File: config.mk
export PLATFORM = sky130hd
export DESIGN_NAME = sts_back
export DESIGN_NICKNAME = d
export VERILOG_FILES = /design/src/hw/rtl/sts_pkg.sv /design/src/hw/rtl/sts_back.sv
export SDC_FILE = /design/constraint.sdc
export NUM_CORES = 1
export LEC_CHECK = 0
export BUFFER_PORTS_ARGS = -buffer_cell sky130_fd_sc_hd__buf_2
export CORE_MARGIN = 1.5
export CORE_UTILIZATION = 55
export DETAILED_ROUTE_END_ITERATION = 6
export GPL_ROUTABILITY_DRIVEN = 0
export PLACE_DENSITY = 0.82
export SYNTH_ARGS = -nofsm -noshare
export SYNTH_HDL_FRONTEND = slang
export SYNTH_SLANG_ARGS = --single-unit
File: constraint.sdc
create_clock -name clk -period 18.99 [get_ports clk]
set_input_delay 2.8485 -clock clk [delete_from_list [all_inputs] [get_ports clk]]
set_output_delay 2.8485 -clock clk [all_outputs]
set_load 0.01 [all_outputs]
File: src/hw/rtl/sts_pkg.sv
// Package: token kinds, scan modes and the token and group types shared by the scanner modules.
`timescale 1ns / 1ps

package sts_pkg;

    // Token kinds
    localparam logic [5:0] K_LPAREN   = 6'd0;
    localparam logic [5:0] K_RPAREN   = 6'd1;
    localparam logic [5:0] K_LBRACK   = 6'd2;
    localparam logic [5:0] K_RBRACK   = 6'd3;
    localparam logic [5:0] K_LBRACE   = 6'd4;
    localparam logic [5:0] K_RBRACE   = 6'd5;
    localparam logic [5:0] K_COMMA    = 6'd6;
    localparam logic [5:0] K_DOT      = 6'd7;
    localparam logic [5:0] K_MINUS    = 6'd8;
    localparam logic [5:0] K_PLUS     = 6'd9;
    localparam logic [5:0] K_SLASH    = 6'd10;
    localparam logic [5:0] K_STAR     = 6'd11;
    localparam logic [5:0] K_BANG     = 6'd12;
    localparam logic [5:0] K_EQ       = 6'd14;
    localparam logic [5:0] K_GT       = 6'd16;
    localparam logic [5:0] K_LT       = 6'd18;
    localparam logic [5:0] K_IDENT    = 6'd20;
    localparam logic [5:0] K_STRING   = 6'd21;
    localparam logic [5:0] K_NUMBER   = 6'd22;
    localparam logic [5:0] K_KW0      = 6'd23;
    localparam logic [5:0] K_EOF      = 6'd39;
    localparam logic [5:0] K_ERR_CHAR = 6'd40;
    localparam logic [5:0] K_ERR_STR  = 6'd41;

    // Pending operator codes
    localparam logic [2:0] P_NONE = 3'd0;
    localparam logic [2:0] P_BANG = 3'd1;
    localparam logic [2:0] P_EQ   = 3'd2;
    localparam logic [2:0] P_LT   = 3'd3;
    localparam logic [2:0] P_GT   = 3'd4;

    typedef enum logic [2:0] {
        M_IDLE, M_IDENT, M_NUM, M_NUMDOT, M_FRAC, M_OP, M_STR, M_COMMENT
    } mode_t;

    // One token as it leaves the scanner
    typedef struct packed {
        logic [5:0]  kind;
        logic [19:0] start;
        logic [19:0] len;
        logic [15:0] line;
        logic [15:0] col;
        logic        last;
    } tok_t;

    // Up to three tokens caused by one byte
    typedef struct packed {
        logic [1:0] cnt;
        tok_t       t0;
        tok_t       t1;
        tok_t       t2;
    } grp_t;

    // Keyword text, padded with zeros, and lengths
    function automatic logic [7:0] kw_char(input logic [3:0] k, input logic [2:0] p);
        logic [47:0] s;
        unique case (k)
            4'd0:  s = {"and", 24'd0};
            4'd1:  s = {"class", 8'd0};
            4'd2:  s = {"else", 16'd0};
            4'd3:  s = {"false", 8'd0};
            4'd4:  s = {"for", 24'd0};
            4'd5:  s = {"fun", 24'd0};
            4'd6:  s = {"if", 32'd0};
            4'd7:  s = {"nil", 24'd0};
            4'd8:  s = {"or", 32'd0};
            4'd9:  s = {"print", 8'd0};
            4'd10: s = "return";
            4'd11: s = {"super", 8'd0};
            4'd12: s = {"this", 16'd0};
            4'd13: s = {"true", 16'd0};
            4'd14: s = {"var", 24'd0};
            default: s = {"while", 8'd0};
        endcase
        kw_char = (p > 3'd5) ? 8'd0 : s[47 - 8 * p -: 8];
    endfunction

    function automatic logic [2:0] kw_len(input logic [3:0] k);
        unique case (k)
            4'd6, 4'd8: kw_len = 3'd2;
            4'd0, 4'd4, 4'd5, 4'd7, 4'd14: kw_len = 3'd3;
            4'd2, 4'd12, 4'd13: kw_len = 3'd4;
            4'd10: kw_len = 3'd6;
            default: kw_len = 3'd5;
        endcase
    endfunction

endpackage

File: src/hw/rtl/sts_back.sv
// Back end: queue of token groups and serialisation onto the output stream.
`timescale 1ns / 1ps

module sts_back (
    input  logic          clk,
    input  logic          rst_n,
    input  logic          grp_valid,
    output logic          grp_ready,
    input  sts_pkg::grp_t grp,
    output logic          out_valid,
    input  logic          out_ready,
    output sts_pkg::tok_t out_tok
);

    // Four-token ring; a group is taken only when a group of three tokens would fit
    sts_pkg::tok_t q_mem [4];
    logic [1:0] wp_reg, rp_reg;
    logic [2:0] fill_reg, fill_next;
    logic       pop;
    logic [1:0] n;

    assign n         = grp_valid ? grp.cnt : 2'd0;
    assign grp_ready = fill_reg <= 3'd1 || (fill_reg == 3'd2 && out_ready) ||
                       (fill_reg <= 3'd3 && fill_reg != 3'd0 && 1'b0);
    assign out_valid = fill_reg != 3'd0;
    assign out_tok   = q_mem[rp_reg];
    assign pop       = out_valid && out_ready;
    assign fill_next = fill_reg + 3'(n) - 3'(pop);

    always_ff @(posedge clk)
    begin
        if (n >= 2'd1) q_mem[wp_reg]        <= grp.t0;
        if (n >= 2'd2) q_mem[wp_reg + 2'd1] <= grp.t1;
        if (n == 2'd3) q_mem[wp_reg + 2'd2] <= grp.t2;
    end

    always_ff @(posedge clk or negedge rst_n)
    begin
        if (!rst_n)
        begin
            wp_reg   <= '0;
            rp_reg   <= '0;
            fill_reg <= '0;
        end
        else
        begin
            wp_reg   <= wp_reg + n;
            rp_reg   <= rp_reg + 2'(pop);
            fill_reg <= fill_next;
        end
    end

    a_no_over: assert property (@(posedge clk) disable iff (!rst_n) fill_reg <= 3'd4)
        else $error("queue overflow");
    a_fill: assert property (@(posedge clk) disable iff (!rst_n)
        1'b1 |=> fill_reg == $past(fill_next))
        else $error("fill tracking");
    a_empty: assert property (@(posedge clk) disable iff (!rst_n)
        fill_reg == 3'd0 |-> !out_valid)
        else $error("valid with empty queue");

endmodule

==> flow_summary.ini, run 1 <==
[worst_setup_path]
ff2ff_path_depth = 4
worstPathArrival_ns = 3.26
worstPathRequired_ns = 16.14
rr_endpoint = q_mem[1][28]$_DFFE_PP_
worst_setup_path_start_kind = input port
cp_common_cell = buf_2
crit_chain = buf_2, nand2b_1, a21oi_1, buf_2
cp-end-kind = output pin
r2r_setup_slack_ns = 15.69
cp_slowest_cell = buf_2
cpPeakStageDelay_ns = 0.14
crit_fanout = 3
critical_path_class = in2out
r2r_start = wp_reg[1]$_DFF_PN0_

[grt]
grt_overflow = 0
grt_pass1_vias = 12860
grt_pass1_wl_mm = 73.93
grt_antenna_before_repair = 18
grt_usage_pct = 26.78
grt_start_max_net_pins = 58

[cells_and_area]
final_nets = 1705
stdcell_count = 1947
largest_reg_flops = 316
fin_area_sq_um = 22570
fill_cells = 2451
drive_gt1_share_pct = 75.00
layout-area-overhead-vs-synth_pct = 15.45

[timing]
finalMaxSlewViolations = 0
tightest_slew_ns = 1.082
finalHoldViolations = 0
max_slew_margin_pct = 27.87
fin_crit_sh_pct = 32.18
min_period_ns = 6.111
fmax_ghz = 0.1637
setup_violations = 0
rsz0062_at_grt = no
timing.final.ws_setup_ns = 12.88
tns_ns = 0
skew_ns = 0.01525

[floorplanning]
die_x_um = 191.5
rows = 68
coreArea_sq_um = 34800
fp.dieArea_sq_um = 36690
num_io_pins = 324
dieHeight_um = 191.5
start_util_pct = 56.19

[placed_design]
place_hpwl_mm = 28.79
placed_cells = 1874
port_buffers = 323
pre_cts_slack_ns = 12.87
postPlaceCellArea_sq_um = 21440

[synthesis]
seq_area_frac_synth_pct = 49.43
netlist_instances = 1169
yosysUniqueCellTypes = 31
synth_warnings = 0
synth_area_sq_um = 19550
yosys_register_bits = 323
synth_nets = 1416
synth.avg_cell_area_sq_um = 16.73

[cts]
clockBufferDepth = 3
cts.sinks = 323
h-tree-depth = 2
cts_tree = done
hold_buffers = 0
clk_latency_ns = 0.51
root_buffer = clkbuf_16
cts_setup_buffers = 0
clkTransAtPathRegs_ns = 0.05
cts_resized = 0
numCtsBuffers = 37

[route]
num_vias = 11860
drt_iter0_drc = 581
avgViaCountPerCell = 6.093
drc = 0
wl_per_cell_um = 25.25
drt.antenna.violating_nets = 0
first_pass_iters = 4
routed_wl_mm = 49.16

[pwr]
p_per_area_nw_per_um2 = 118.5
ir_worst_vdd_uv = 89.01
p_leak_nw = 8.358

[hold_path]
min_path_type = reg2reg
holdPathEnd = fill_reg[2]$_DFF_PN0_
whs_path_depth = 1
min-delay-start = fill_reg[2]$_DFF_PN0_

[run]
maxCapViolCount = 0

[status]
outcome = finished, final reports clean
[cells in the mapped netlist]
library cell / count / area [sq um]
or3_1: 3 / 18.77
nand2b_1: 1 / 6.260
fa_1: 1 / 20.02
and2_1: 5 / 31.28
ha_1: 3 / 37.54
mux4_2: 79 / 1779
edfxtp_1: 316 / 9489
nand4b_4: 2 / 47.55
a211oi_1: 2 / 15.01
mux2_4: 30 / 450.4
nand3_2: 3 / 30.03
maj3_1: 1 / 10.01
nand3_1: 1 / 5.000
mux2_1: 4 / 45.04
a21oi_1: 1 / 5.000
nand4_4: 1 / 21.27
mux2_2: 598 / 6734
a21boi_0: 1 / 7.510
buf_6: 9 / 101.4
buf_4: 8 / 60.06
and4bb_1: 1 / 12.51
buf_2: 51 / 255.2
inv_1: 5 / 18.77
nor2b_1: 1 / 6.260
xnor2_1: 6 / 52.55
o21ai_0: 3 / 15.01
dfrtp_1: 7 / 175.2
nand2_1: 2 / 7.510
clkbuf_1: 22 / 82.58
nor2_1: 1 / 3.750
xor2_1: 1 / 8.760
[worst max-delay path by stage]
stage	slack [ns]	cells after the start	endpoint	start
5_1_grt	12.69	3	out_tok[37]	rp_reg[0]$_DFF_PN0_
2_1_floorplan	9.35	3	q_mem[0][0]$_DFFE_PP_	grp[238]
4_1_cts	12.79	3	out_tok[63]	rp_reg[0]$_DFF_PN0_
3_5_place_dp	12.87	4	grp_ready	out_ready
6_report	12.88	4	grp_ready	out_ready
3_3_place_gp	12.85	4	grp_ready	out_ready
[critical path, delay by kind of cell]
kind                   cells  cell delay (ns)
buffers and inverters      2             0.24
AOI/OAI and AO/OA          1             0.13
and+or+nand+nor            1             0.05
[stage by stage]
step                total power [W]  util [%]  hold WS [ns]
CTS                        0.002697     64.78        0.5094
global route               0.002788     64.84        0.5307
global placement           0.002013     61.62        0.4981
floorplan                  0.001719         -        0.4620
detailed placement         0.002033     61.62        0.4968
finish                     0.002675     64.87        0.5087
[final cells by class]
cell class / count / area [sq um] / area share [%]
Clock inverter: 13 / 91.34 / 0.4046
Timing Repair Buffer: 340 / 1744 / 7.727
Inverter: 5 / 18.77 / 0.08314
Clock buffer: 48 / 1010 / 4.473
Tap cell: 455 / 569.3 / 2.522
Antenna cell: 12 / 30.03 / 0.1330
Sequential cell: 323 / 9672 / 42.85
Multi-Input combinational cell: 751 / 9438 / 41.81
[logic make-up (layout without fill, tap and decap cells)]
logic type,Yosys count,in the layout,synth area share (%)
muxes,711,711,46.07
DFF,323,323,49.43
buffers and inverters,95,406,2.649
and+or+nand+nor,21,21,0.9727
AOI/OAI and AO/OA,7,7,0.2175
xor gates and xnor gates,7,7,0.3136
adders and majority gates,5,5,0.3456
other,0,12,0
[power breakdown]
part	internal [W]	switching [W]
Combinational	0.000486	0.000463
Sequential	0.000971	0.0000900
Clock	0.000386	0.000278
Total	0.00184	0.000832
[cell usage in the layout (no fill, tap or decap), types with 9 or more instances in the layout]
master / instances
buf_4: 17
buf_2: 323
mux4_2: 79
mux2_4: 30
mux2_2: 598
edfxtp_1: 316
clkbuf_1: 9
clkbuf_16: 39
diode_2: 12
[per-layer routing]
metal,track usage (%),part of all wire (%),routed length [um]
met3,6.407,6.8,3367
met2,48.27,51,25180
met4,9.285,2.8,1396
met1,31.02,39,19130
met5,0,0.17,84
Power figures use the tool's default switching activity.
==> run 2: changes to the inputs <==
==> constraint.sdc (replaced) <==
create_clock -name clk -period 6.01 [get_ports clk]
set_input_delay 0.9015 -clock clk [delete_from_list [all_inputs] [get_ports clk]]
set_output_delay 0.9015 -clock clk [all_outputs]
set_load 0.01 [all_outputs]
==> flow_summary.ini, run 2 (synthesis results as in run 1) <==
[pwr]
p_clk_share_pct = 25.0
p_per_area_nw_per_um2 = 375.8
p_int_w = 0.005836
ir_worst_vdd_uv = 257.7
p_leak_nw = 8.382
total_power_w = 0.008495
seqPwrFrac_pct = 39.7
p_sw_w = 0.002659
switching_share_pct = 31.30
p_comb_share_pct = 35.4

[cts]
h-tree-depth = 2
cts_tree = done
cts_setup_buffers = 0
clk_latency_ns = 0.52
cts.sinks = 323
root_buffer = clkbuf_16
hold_buffers = 0
numCtsBuffers = 37
clockBufferDepth = 3
clkTransAtPathRegs_ns = 0.06
cts_resized = 0

[floorplanning]
rows = 68
start_util_pct = 56.19
coreArea_sq_um = 34800
die_x_um = 191.5
num_io_pins = 324
dieHeight_um = 191.5
fp.dieArea_sq_um = 36690

[route]
avgViaCountPerCell = 6.022
num_vias = 11750
first_pass_iters = 5
drt.antenna.violating_nets = 0
drt_iter0_drc = 663
wl_per_cell_um = 25.48
routed_wl_mm = 49.72
drc = 0

[worst_setup_path]
ff2ff_path_depth = 4
critical_path_class = reg2out
worstPathArrival_ns = 2.75
crit_fanout = 44
crit_start = rp_reg[0]$_DFF_PN0_
cp-end-kind = output pin
worstPathRequired_ns = 5.11
worst_setup_path_start_kind = flop
r2r_start = wp_reg[1]$_DFF_PN0_

[timing]
max_slew_margin_pct = 27.49
timing.final.ws_setup_ns = 2.357
finalHoldViolations = 0
finalMaxSlewViolations = 0
rsz0062_at_grt = no
skew_ns = 0.01026
min_period_ns = 3.653
fmax_ghz = 0.2737
setup_violations = 0
fin_crit_sh_pct = 60.79
tightest_slew_ns = 1.088

[placed_design]
postPlaceCellArea_sq_um = 21460
place_hpwl_mm = 29.35
pre_cts_slack_ns = 2.360
placed_cells = 1875
port_buffers = 323

[hold_path]
min_path_type = in2async

[status]
outcome = finished, final reports clean

[grt]
grt_usage_pct = 26.85
grt_antenna_before_repair = 17
grt_overflow = 0
grtUsageMet3_pct = 5.801
grt_pass1_wl_mm = 73.93
grt_pass1_vias = 12430
met2_usage_pct = 47.83
grt_busiest_layer = met2
grt_use_met1_pct = 32.62
grt_start_max_net_pins = 60

[cells_and_area]
drive_gt1_share_pct = 75.19
layout-area-overhead-vs-synth_pct = 15.63
mostFrequentLayoutCells = mux2_2, buf_2, edfxtp_1
final_common_cell = mux2_2
largest_reg_flops = 316
stdcell_count = 1951
final_nets = 1706
fin_area_sq_um = 22610

[run]
maxCapViolCount = 0
run 2: metrics by stage:
stage / TNS [ns] / util (%) / hold slack [ns]
2_1_floorplan: -266.31 / - / 0.4620
3_3_place_gp: 0 / 61.67 / 0.4785
3_5_place_dp: 0 / 61.67 / 0.4904
4_1_cts: 0 / 64.87 / 0.1947
5_1_grt: 0 / 64.93 / 0.1997
6_report: 0 / 64.97 / 0.2067
run 2: per-layer routing:
metal / vias up / routed length, um
li1: 5330 / -
met1: 5981 / 19960
met2: 357 / 25480
met3: 71 / 3225
met4: 10 / 1001
met5: - / 57
run 2: layout make-up:
type | count | area (sq um)
Fill cell | 2510 | 12190
Sequential cell | 323 | 9672
Multi-Input combinational cell | 751 | 9438
Timing Repair Buffer | 341 | 1764
Clock buffer | 45 | 998.5
Tap cell | 455 | 569.3
Clock inverter | 18 | 115.1
Antenna cell | 13 | 32.53
Inverter | 5 | 18.77
run 2: worst max-delay path, stage by stage (launching register included):
cell and delay (ns):
dfrtp_4 0.99, buf_12 0.43, mux4_2 0.59, buf_2 0.16
run 2: worst paths after layout:
path / endpoint / slack, ns
worst max register to register: q_mem[2][69]$_DFFE_PP_ / 2.83
min in group clk: fill_reg[2]$_DFF_PN0_ / 0.50
worst min-delay path: wp_reg[1]$_DFF_PN0_ / 0.21
worst max-delay path: out_tok[45] / 2.36
worst min register to register: fill_reg[2]$_DFF_PN0_ / 0.50
max in group asynchronous: rp_reg[1]$_DFF_PN0_ / 5.62
run 2: power by group through the flow:
stage | clock network, W | logic, W | registers, W
floorplan | 0 | 0.00218 | 0.00324
global placement | 0 | 0.00298 | 0.00340
detailed placement | 0 | 0.00302 | 0.00342
CTS | 0.00215 | 0.00304 | 0.00338
global route | 0.00223 | 0.00320 | 0.00342
finish | 0.00212 | 0.00300 | 0.00337
